===== config.mk =====
export PLATFORM = sky130hd
export DESIGN_NAME = config_text_tokenizer_top
export DESIGN_NICKNAME = d
export VERILOG_FILES = /design/src/sv/ctt_pkg.sv /design/src/sv/config_text_tokenizer_top.sv
export SDC_FILE = /design/constraint.sdc
export NUM_CORES = 1
export LEC_CHECK = 0
export BUFFER_PORTS_ARGS = -buffer_cell sky130_fd_sc_hd__buf_2
export CAP_MARGIN = 20
export CORE_ASPECT_RATIO = 0.7
export CORE_UTILIZATION = 31
export DETAILED_ROUTE_END_ITERATION = 6
export SLEW_MARGIN = 15
export SYNTH_ARGS = -nofsm -noshare
export SYNTH_HDL_FRONTEND = slang
export SYNTH_SLANG_ARGS = --single-unit

===== constraint.sdc =====
create_clock -name i_clk -period 11.3 [get_ports i_clk]
set_clock_uncertainty 0.2 [all_clocks]
set_input_delay 1.13 -clock i_clk [delete_from_list [all_inputs] [get_ports i_clk]]
set_output_delay 1.13 -clock i_clk [all_outputs]
set_load 0.05 [all_outputs]

===== src/sv/ctt_pkg.sv =====
// Package for the configuration text tokenizer: token kinds, lexer modes,
// character constants and the result record type.
// No dependencies.
`timescale 1ns / 1ps
`default_nettype none

package ctt_pkg;

    localparam logic [1:0] KIND_ATOM  = 2'd0;
    localparam logic [1:0] KIND_STR   = 2'd1;
    localparam logic [1:0] KIND_PUNCT = 2'd2;
    localparam logic [1:0] KIND_EOI   = 2'd3;

    localparam logic [2:0] MODE_IDLE    = 3'd0;
    localparam logic [2:0] MODE_COMMENT = 3'd1;
    localparam logic [2:0] MODE_ATOM    = 3'd2;
    localparam logic [2:0] MODE_STR     = 3'd3;
    localparam logic [2:0] MODE_ESC     = 3'd4;

    localparam logic [7:0] CH_COMMA     = 8'h2C;
    localparam logic [7:0] CH_LBRACE    = 8'h7B;
    localparam logic [7:0] CH_RBRACE    = 8'h7D;
    localparam logic [7:0] CH_HASH      = 8'h23;
    localparam logic [7:0] CH_NEWLINE   = 8'h0A;
    localparam logic [7:0] CH_QUOTE     = 8'h22;
    localparam logic [7:0] CH_BACKSLASH = 8'h5C;
    localparam logic [7:0] CH_SPACE     = 8'h20;
    localparam logic [7:0] CH_TAB       = 8'h09;
    localparam logic [7:0] CH_CR        = 8'h0D;

    // Most results one text byte can cause.
    localparam int MAX_RESULTS = 3;

    typedef struct packed {
        logic [1:0] kind;
        logic [7:0] ch;
        logic       ch_valid;
        logic       tok_end;
    } t_result;

    function automatic logic is_ws(input logic [7:0] c);
        return (c == CH_SPACE) || (c >= CH_TAB && c <= CH_CR);
    endfunction

    function automatic logic is_punct(input logic [7:0] c);
        return (c == CH_COMMA) || (c == CH_LBRACE) || (c == CH_RBRACE);
    endfunction

endpackage

`default_nettype wire


===== src/sv/config_text_tokenizer_top.sv =====
// An accepted byte waits in the input register, then its results load the result
// register. Throughput: one byte per cycle while each byte gives at most one
// result and results are taken; a byte that gives several results holds the
// result register, one result a cycle while they are taken. The input register
// takes the next byte while a result still waits downstream. Reset (synchronous,
// active low) empties both registers and returns the lexer to idle between tokens.
`timescale 1ns / 1ps
`default_nettype none

module config_text_tokenizer_top
    import ctt_pkg::*;
(
    input  wire logic       i_clk,
    input  wire logic       i_rst_n,
    input  wire logic       i_in_valid,
    output logic            o_in_ready,
    input  wire logic [7:0] i_char_in,
    input  wire logic       i_last_byte,
    output logic            o_out_valid,
    input  wire logic       i_out_ready,
    output logic [1:0]      o_token_kind,
    output logic [7:0]      o_char_out,
    output logic            o_char_valid,
    output logic            o_token_end,
    output logic            o_run_last
);

    // Input register.
    logic       r_in_valid;
    logic [7:0] r_char;
    logic       r_last;

    // Lexer state.
    logic [2:0] r_mode;
    logic [2:0] n_mode;

    // Result register: all results of one byte, drained one per cycle while taken.
    logic       r_pend_valid;
    logic [1:0] r_idx;
    logic [1:0] r_cnt;
    t_result    r_res [MAX_RESULTS];
    t_result    n_res [MAX_RESULTS];
    logic [1:0] n_cnt;

    logic       out_fire;
    logic       advance;
    t_result    cur;

    always_comb begin
        logic do_start;
        do_start = 1'b0;
        n_mode   = r_mode;
        n_cnt    = 2'd0;
        for (int j = 0; j < MAX_RESULTS; j++) begin
            n_res[j] = '0;
        end

        case (r_mode)
            MODE_COMMENT: begin
                if (r_char == CH_NEWLINE) begin
                    n_mode = MODE_IDLE;
                end
            end
            MODE_ATOM: begin
                if (is_ws(r_char) || is_punct(r_char) || r_char == CH_HASH) begin
                    n_res[n_cnt] = '{kind: KIND_ATOM, ch: 8'h00, ch_valid: 1'b0, tok_end: 1'b1};
                    n_cnt = n_cnt + 2'd1;
                    do_start = 1'b1;
                end else begin
                    n_res[n_cnt] = '{kind: KIND_ATOM, ch: r_char, ch_valid: 1'b1, tok_end: 1'b0};
                    n_cnt = n_cnt + 2'd1;
                end
            end
            MODE_STR: begin
                if (r_char == CH_QUOTE) begin
                    n_res[n_cnt] = '{kind: KIND_STR, ch: 8'h00, ch_valid: 1'b0, tok_end: 1'b1};
                    n_cnt = n_cnt + 2'd1;
                    n_mode = MODE_IDLE;
                end else if (r_char == CH_BACKSLASH && !r_last) begin
                    n_mode = MODE_ESC;
                end else begin
                    n_res[n_cnt] = '{kind: KIND_STR, ch: r_char, ch_valid: 1'b1, tok_end: 1'b0};
                    n_cnt = n_cnt + 2'd1;
                end
            end
            MODE_ESC: begin
                n_res[n_cnt] = '{kind: KIND_STR, ch: r_char, ch_valid: 1'b1, tok_end: 1'b0};
                n_cnt = n_cnt + 2'd1;
                n_mode = MODE_STR;
            end
            default: begin
                do_start = 1'b1;
            end
        endcase

        // A byte seen between tokens, or the byte that ended an atom.
        if (do_start) begin
            if (is_ws(r_char)) begin
                n_mode = MODE_IDLE;
            end else if (r_char == CH_HASH) begin
                n_mode = MODE_COMMENT;
            end else if (r_char == CH_QUOTE) begin
                n_mode = MODE_STR;
            end else if (is_punct(r_char)) begin
                n_res[n_cnt] = '{kind: KIND_PUNCT, ch: r_char, ch_valid: 1'b1, tok_end: 1'b1};
                n_cnt = n_cnt + 2'd1;
                n_mode = MODE_IDLE;
            end else begin
                n_res[n_cnt] = '{kind: KIND_ATOM, ch: r_char, ch_valid: 1'b1, tok_end: 1'b0};
                n_cnt = n_cnt + 2'd1;
                n_mode = MODE_ATOM;
            end
        end

        // End of text closes whatever token is open, then marks end of input.
        if (r_last) begin
            if (n_mode == MODE_ATOM) begin
                n_res[n_cnt] = '{kind: KIND_ATOM, ch: 8'h00, ch_valid: 1'b0, tok_end: 1'b1};
                n_cnt = n_cnt + 2'd1;
            end else if (n_mode == MODE_STR || n_mode == MODE_ESC) begin
                n_res[n_cnt] = '{kind: KIND_STR, ch: 8'h00, ch_valid: 1'b0, tok_end: 1'b1};
                n_cnt = n_cnt + 2'd1;
            end
            n_res[n_cnt] = '{kind: KIND_EOI, ch: 8'h00, ch_valid: 1'b0, tok_end: 1'b1};
            n_cnt = n_cnt + 2'd1;
            n_mode = MODE_IDLE;
        end
    end

    assign cur          = r_res[r_idx];
    assign o_out_valid  = r_pend_valid;
    assign o_token_kind = cur.kind;
    assign o_char_out   = cur.ch;
    assign o_char_valid = cur.ch_valid;
    assign o_token_end  = cur.tok_end;
    assign o_run_last   = (r_idx == r_cnt - 2'd1);

    assign out_fire   = r_pend_valid && i_out_ready;
    // The held byte moves on once the result register is empty or being emptied.
    assign advance    = r_in_valid && (!r_pend_valid || (out_fire && o_run_last));
    assign o_in_ready = !r_in_valid || advance;

    always_ff @(posedge i_clk) begin
        if (!i_rst_n) begin
            r_in_valid   <= 1'b0;
            r_pend_valid <= 1'b0;
            r_idx        <= 2'd0;
            r_mode       <= MODE_IDLE;
        end else begin
            if (o_in_ready) begin
                r_in_valid <= i_in_valid;
            end
            // Loading the next byte's results takes over from draining the last one.
            if (advance) begin
                r_pend_valid <= (n_cnt != 2'd0);
                r_idx        <= 2'd0;
                r_mode       <= n_mode;
            end else if (out_fire) begin
                if (o_run_last) begin
                    r_pend_valid <= 1'b0;
                end else begin
                    r_idx <= r_idx + 2'd1;
                end
            end
        end
    end

    always_ff @(posedge i_clk) begin
        if (o_in_ready && i_in_valid) begin
            r_char <= i_char_in;
            r_last <= i_last_byte;
        end
        if (advance) begin
            r_cnt <= n_cnt;
            r_res <= n_res;
        end
    end

`ifndef SYNTHESIS
    a_cnt_nonzero: assert property (@(posedge i_clk) disable iff (!i_rst_n)
        r_pend_valid |-> (r_cnt != 2'd0))
        else $error("result register holds no results");

    a_idx_in_range: assert property (@(posedge i_clk) disable iff (!i_rst_n)
        r_pend_valid |-> (r_idx < r_cnt))
        else $error("result index past result count");

    a_eoi_closes: assert property (@(posedge i_clk) disable iff (!i_rst_n)
        (o_out_valid && o_token_kind == KIND_EOI) |-> (o_token_end && o_run_last))
        else $error("end-of-input result not final");

    a_marker_empty: assert property (@(posedge i_clk) disable iff (!i_rst_n)
        (o_out_valid && !o_char_valid) |-> (o_token_end && o_char_out == 8'h00))
        else $error("byteless result is not a clean close marker");

    a_hold_while_busy: assert property (@(posedge i_clk) disable iff (!i_rst_n)
        (r_in_valid && r_pend_valid && !out_fire) |-> !o_in_ready)
        else $error("input taken while held byte cannot move");
`endif

endmodule

`default_nettype wire


==> qor.log <==
qor: run_status.outcome completed
qor: grt.wire_length_of_the_first_global_routing_pass 9735 microns
qor: die.rows 28
qor: power_and_ir_drop.worst_ir_drop_vdd 0.07053 mV
qor: worst_setup_path.crit_slowest_cell edfxtp_1
qor: job.timing.max_cap.violations 0
qor: timing.min_period_over_period 36.57%
qor: synthesis.synth-warning-count 0
qor: place.routabilityCongestion 0.8444
qor: detailed_routing.detailroute.via_count 2047
qor: clock_network.cts_num_sinks 45
qor: grt.grt_max_degree 34
qor: die.die_height 80.86 microns
qor: detailed_routing.detailedRoute.firstPassIterationCount 4
qor: synthesis.synth.avg_cell_area 10.24 sq um
qor: clock_network.cts_tree done
qor: grt.grt_pass1_vias 1926
qor: worst_setup_path.crit_fanout 15
qor: detailed_routing.final_routed_wirelength_across_all_metal_layers 5949 microns
qor: die.io-pin-count 28
qor: place.port_buffers 27
qor: detailed_routing.drt.antenna.violating_nets 0
qor: grt.grt_use_total 13.83%
qor: clock_network.cts_setup_buffers 0
qor: clock_network.cts.path.max_buffers 2
qor: grt.global_route.overflow_total 0
qor: clock_network.cts_hold_buffers 0
qor: synthesis.post_synth_main_area_contributors edfxtp_1 41%, dfxtp_1 5.1%, mux2i_1 4.7%, ha_1 3.2%, nor2_1 3.0%
qor: synthesis.post_synth_most_frequent_cells 38 x edfxtp_1, 22 x nor2_1, 21 x nand2_1, 14 x a21oi_1, 13 x mux2i_1
qor: worst_setup_path.critical_path.endpoint_type flip-flop
qor: worst_setup_path.crit_cells 14
qor: clock_network.cts.root.buffer_cell clkbuf_16
qor: finish.num-nets-final 306
qor: timing.final_max_slew_violation_count 0
qor: timing.setup_violations 0
qor: clock_network.cts-htree-levels 2
qor: worst_setup_path.crit-reg2reg-capture r_res[24]
qor: worst_setup_path.worst-r2r-setup-slack 7.17 ns
qor: detailed_routing.met1_length 3093 microns
qor: detailed_routing.detailed_route_wirelength_on_metal2 2457 microns
qor: synthesis.yosys.cell_count.top_type edfxtp_1
qor: worst_setup_path.crit_buf_inv 1
qor: timing.tightestPinTransition 0.9367 ns
qor: worst_setup_path.crit_required 11.13 ns
qor: worst_setup_path.timing.critical_path.to r_res[24]
qor: worst_setup_path.worst-setup-path-type reg -> reg
qor: finish.nFillCells 897
qor: clock_network.clkTransAtPathRegs 0.06 ns
qor: synthesis.synth_area_leader_cell edfxtp_1
qor: detailed_routing.drt_iter0_markers 121
qor: timing.rsz0062_at_grt false
qor: synthesis.seq_area_frac_synth 46.52%
qor: timing.maximum_clock_rate 242.0 MHz
qor: timing.period_needed 4.132 ns
qor: finish.post-route-util 36.15%
qor: die.floorplan.die_area 0.009270 sq mm
qor: power_and_ir_drop.leakagePower 0.001156 uW
qor: worst_setup_path.r2r_start r_char[5]
qor: die.coreArea 0.008548 sq mm
qor: die.floorplan.initialDensity 32.22%
qor: clock_network.cts_inserted_buffers 5
qor: detailed_routing.wl_met3 342 microns
qor: clock_network.post_cts_resize_count 0
qor: synthesis.synth_enable_flop_cells 38
qor: synthesis.cells_after_synth 269
qor: detailed_routing.routed_len_inst 14.62 microns
qor: worst_setup_path.crit_chain nor3_1, nand4_1, a21o_1, ha_1, and3b_1, or2_1, inv_1, ha_1, a21oi_1, a21oi_1, ha_1, and2_1, a21o_1, or3_1
qor: timing.fin_setup_tns 0 ns
qor: clock_network.clock_latency_of_the_later_clocked_register_in_the_worst_skew_pair 0.29 ns
qor: worst_setup_path.critPathTopFamily simple AND/OR/NAND/NOR gates
qor: finish.drive_above_1_share 17.07%
qor: synthesis.post_synth_num_cell_types 60
qor: synthesis.synth-main-ff-cell edfxtp_1
qor: worst_setup_path.path_common_cell ha_1
qor: finish.area_growth 12.22%
qor: synthesis.synth_area 0.002754 sq mm
qor: detailed_routing.route.detailed.vias_per_inst 5.029
qor: place.dp_hpwl 4301 microns
qor: power_and_ir_drop.power-per-cell-area 137.9 mW/mm^2
qor: worst_setup_path.critical_path_arrival 3.96 ns
qor: synthesis.ys_ff_latch 45
qor: detailed_routing.highest-signal-layer met4
qor: die.dieWidth 114.7 microns
qor: synthesis.synthDominantCellAreaShare 41.44%
qor: worst_setup_path.crit_path_max_incr_delay 0.59 ns
qor: worst_setup_path.setup.worst_path.start r_char[5]
qor: detailed_routing.drc_markers 0
qor: grt.antenna_found_initial 0
qor: timing.final_report_hold_violation_count 0
qor: synthesis.syn_nets 289
qor: timing.worst_slew_margin_rel 37.47%
qor: synthesis.ys_async_sr_fraction 0%
qor: worst_setup_path.worstSetupStartpointType flip-flop
qor: worst_setup_path.worst_case_reg_to_reg_path_depth 14
qor: hold_path.timing.hold.worst.class reg -> reg
qor: finish.antenna-diode-count 0
[worst min-delay path, delay by kind of cell, from the launching register on]
kind | cells | cell delay (ns)
AO/OA/AOI/OAI | 1 | 0.06
flip-flops | 1 | 0.36
AND/OR/NAND/NOR | 1 | 0.10
[routing by layer]
layer  vias up  global-route usage, %
met5         -                      0
met4         0                  4.675
met3         7                  2.537
met2        56                  19.70
met1       965                  20.80
li1       1019                      -
[flip-flops by register name (all words and copies together), names as in the netlist]
name	count
r_char	8
r_cnt	2
r_in_valid	1
r_res	27
r_mode	3
r_idx	2
r_last	1
o_out_valid	1
[layout make-up]
class / instances / area [sq um] / share of cell area (%)
clock buffer: 5 / 125.1 / 4.049
clock inverter: 3 / 21.27 / 0.6883
inverter: 12 / 45.04 / 1.457
multi-input combinational: 194 / 1325 / 42.87
sequential: 45 / 1281 / 41.46
tap: 120 / 150.1 / 4.858
timing repair buffer: 28 / 142.6 / 4.615
[cell families (layout without fill, tap and decap cells)]
group | Yosys count | after routing | share of synthesized area (%)
fa+ha+maj | 7 | 7 | 3.180
mux | 13 | 13 | 4.725
simple gates | 106 | 106 | 22.22
buf+inv | 30 | 48 | 5.361
compound gates | 59 | 59 | 15.31
other cells | 1 | 1 | 0.1362
flops | 45 | 45 | 46.52
xor+xnor | 8 | 8 | 2.544
[stage by stage]
step / cell area, sq um / hold WS [ns] / cells / total power (uW) / setup WS (ns)
6_report: 3090 / 0.3588 / 407 / 426.3 / 7.168
5_1_grt: 3090 / 0.4082 / 407 / 446.9 / 6.897
4_1_cts: 3090 / 0.3563 / 407 / 430.3 / 7.195
3_5_place_dp: 2944 / 0.3464 / 399 / 284.1 / 7.214
3_3_place_gp: 2944 / 0.3361 / 399 / 283.3 / 7.335
2_1_floorplan: 2754 / 0.3569 / 269 / 267.3 / 7.404
[report_power, final]
part           switching (uW)  internal, uW
Combinational            51.7          26.3
Sequential               8.82           194
Clock                    63.5          82.3
Total                     124           302
[layout by cell type, fill, tap and decap left out, drive strengths merged, types with 3 or more instances in the layout]
master  Yosys  final
nand2      21     21
a21oi      16     16
a21o        5      5
nand4       4      4
edfxtp     38     38
xor2        3      3
nand3       9      9
xnor2       5      5
dfxtp       7      7
nor2       23     23
nor4b       8      8
buf        10     28
o21ai      12     12
o211ai      3      3
a31oi       3      3
nor3        8      8
ha          7      7
clkbuf      8      5
and3b       3      3
nand3b      3      3
mux2i      13     13
nor2b       8      8
nand2b      3      3
nor3b       3      3
and2        5      5
inv        12     13
[how the worst min path moves through the flow]
stage                      startpoint           to  slack (ns)  cells past startpoint
after floorplan            r_in_valid  o_out_valid        0.36                      2
after global placement    o_out_valid     r_idx[0]        0.34                      2
after detailed placement   r_in_valid   r_in_valid        0.35                      2
after CTS                 o_out_valid     r_idx[0]        0.36                      2
after global routing      o_out_valid     r_idx[0]        0.41                      2
final                      r_in_valid   r_in_valid        0.36                      2
Note: power is estimated with default switching activity, not from simulation.
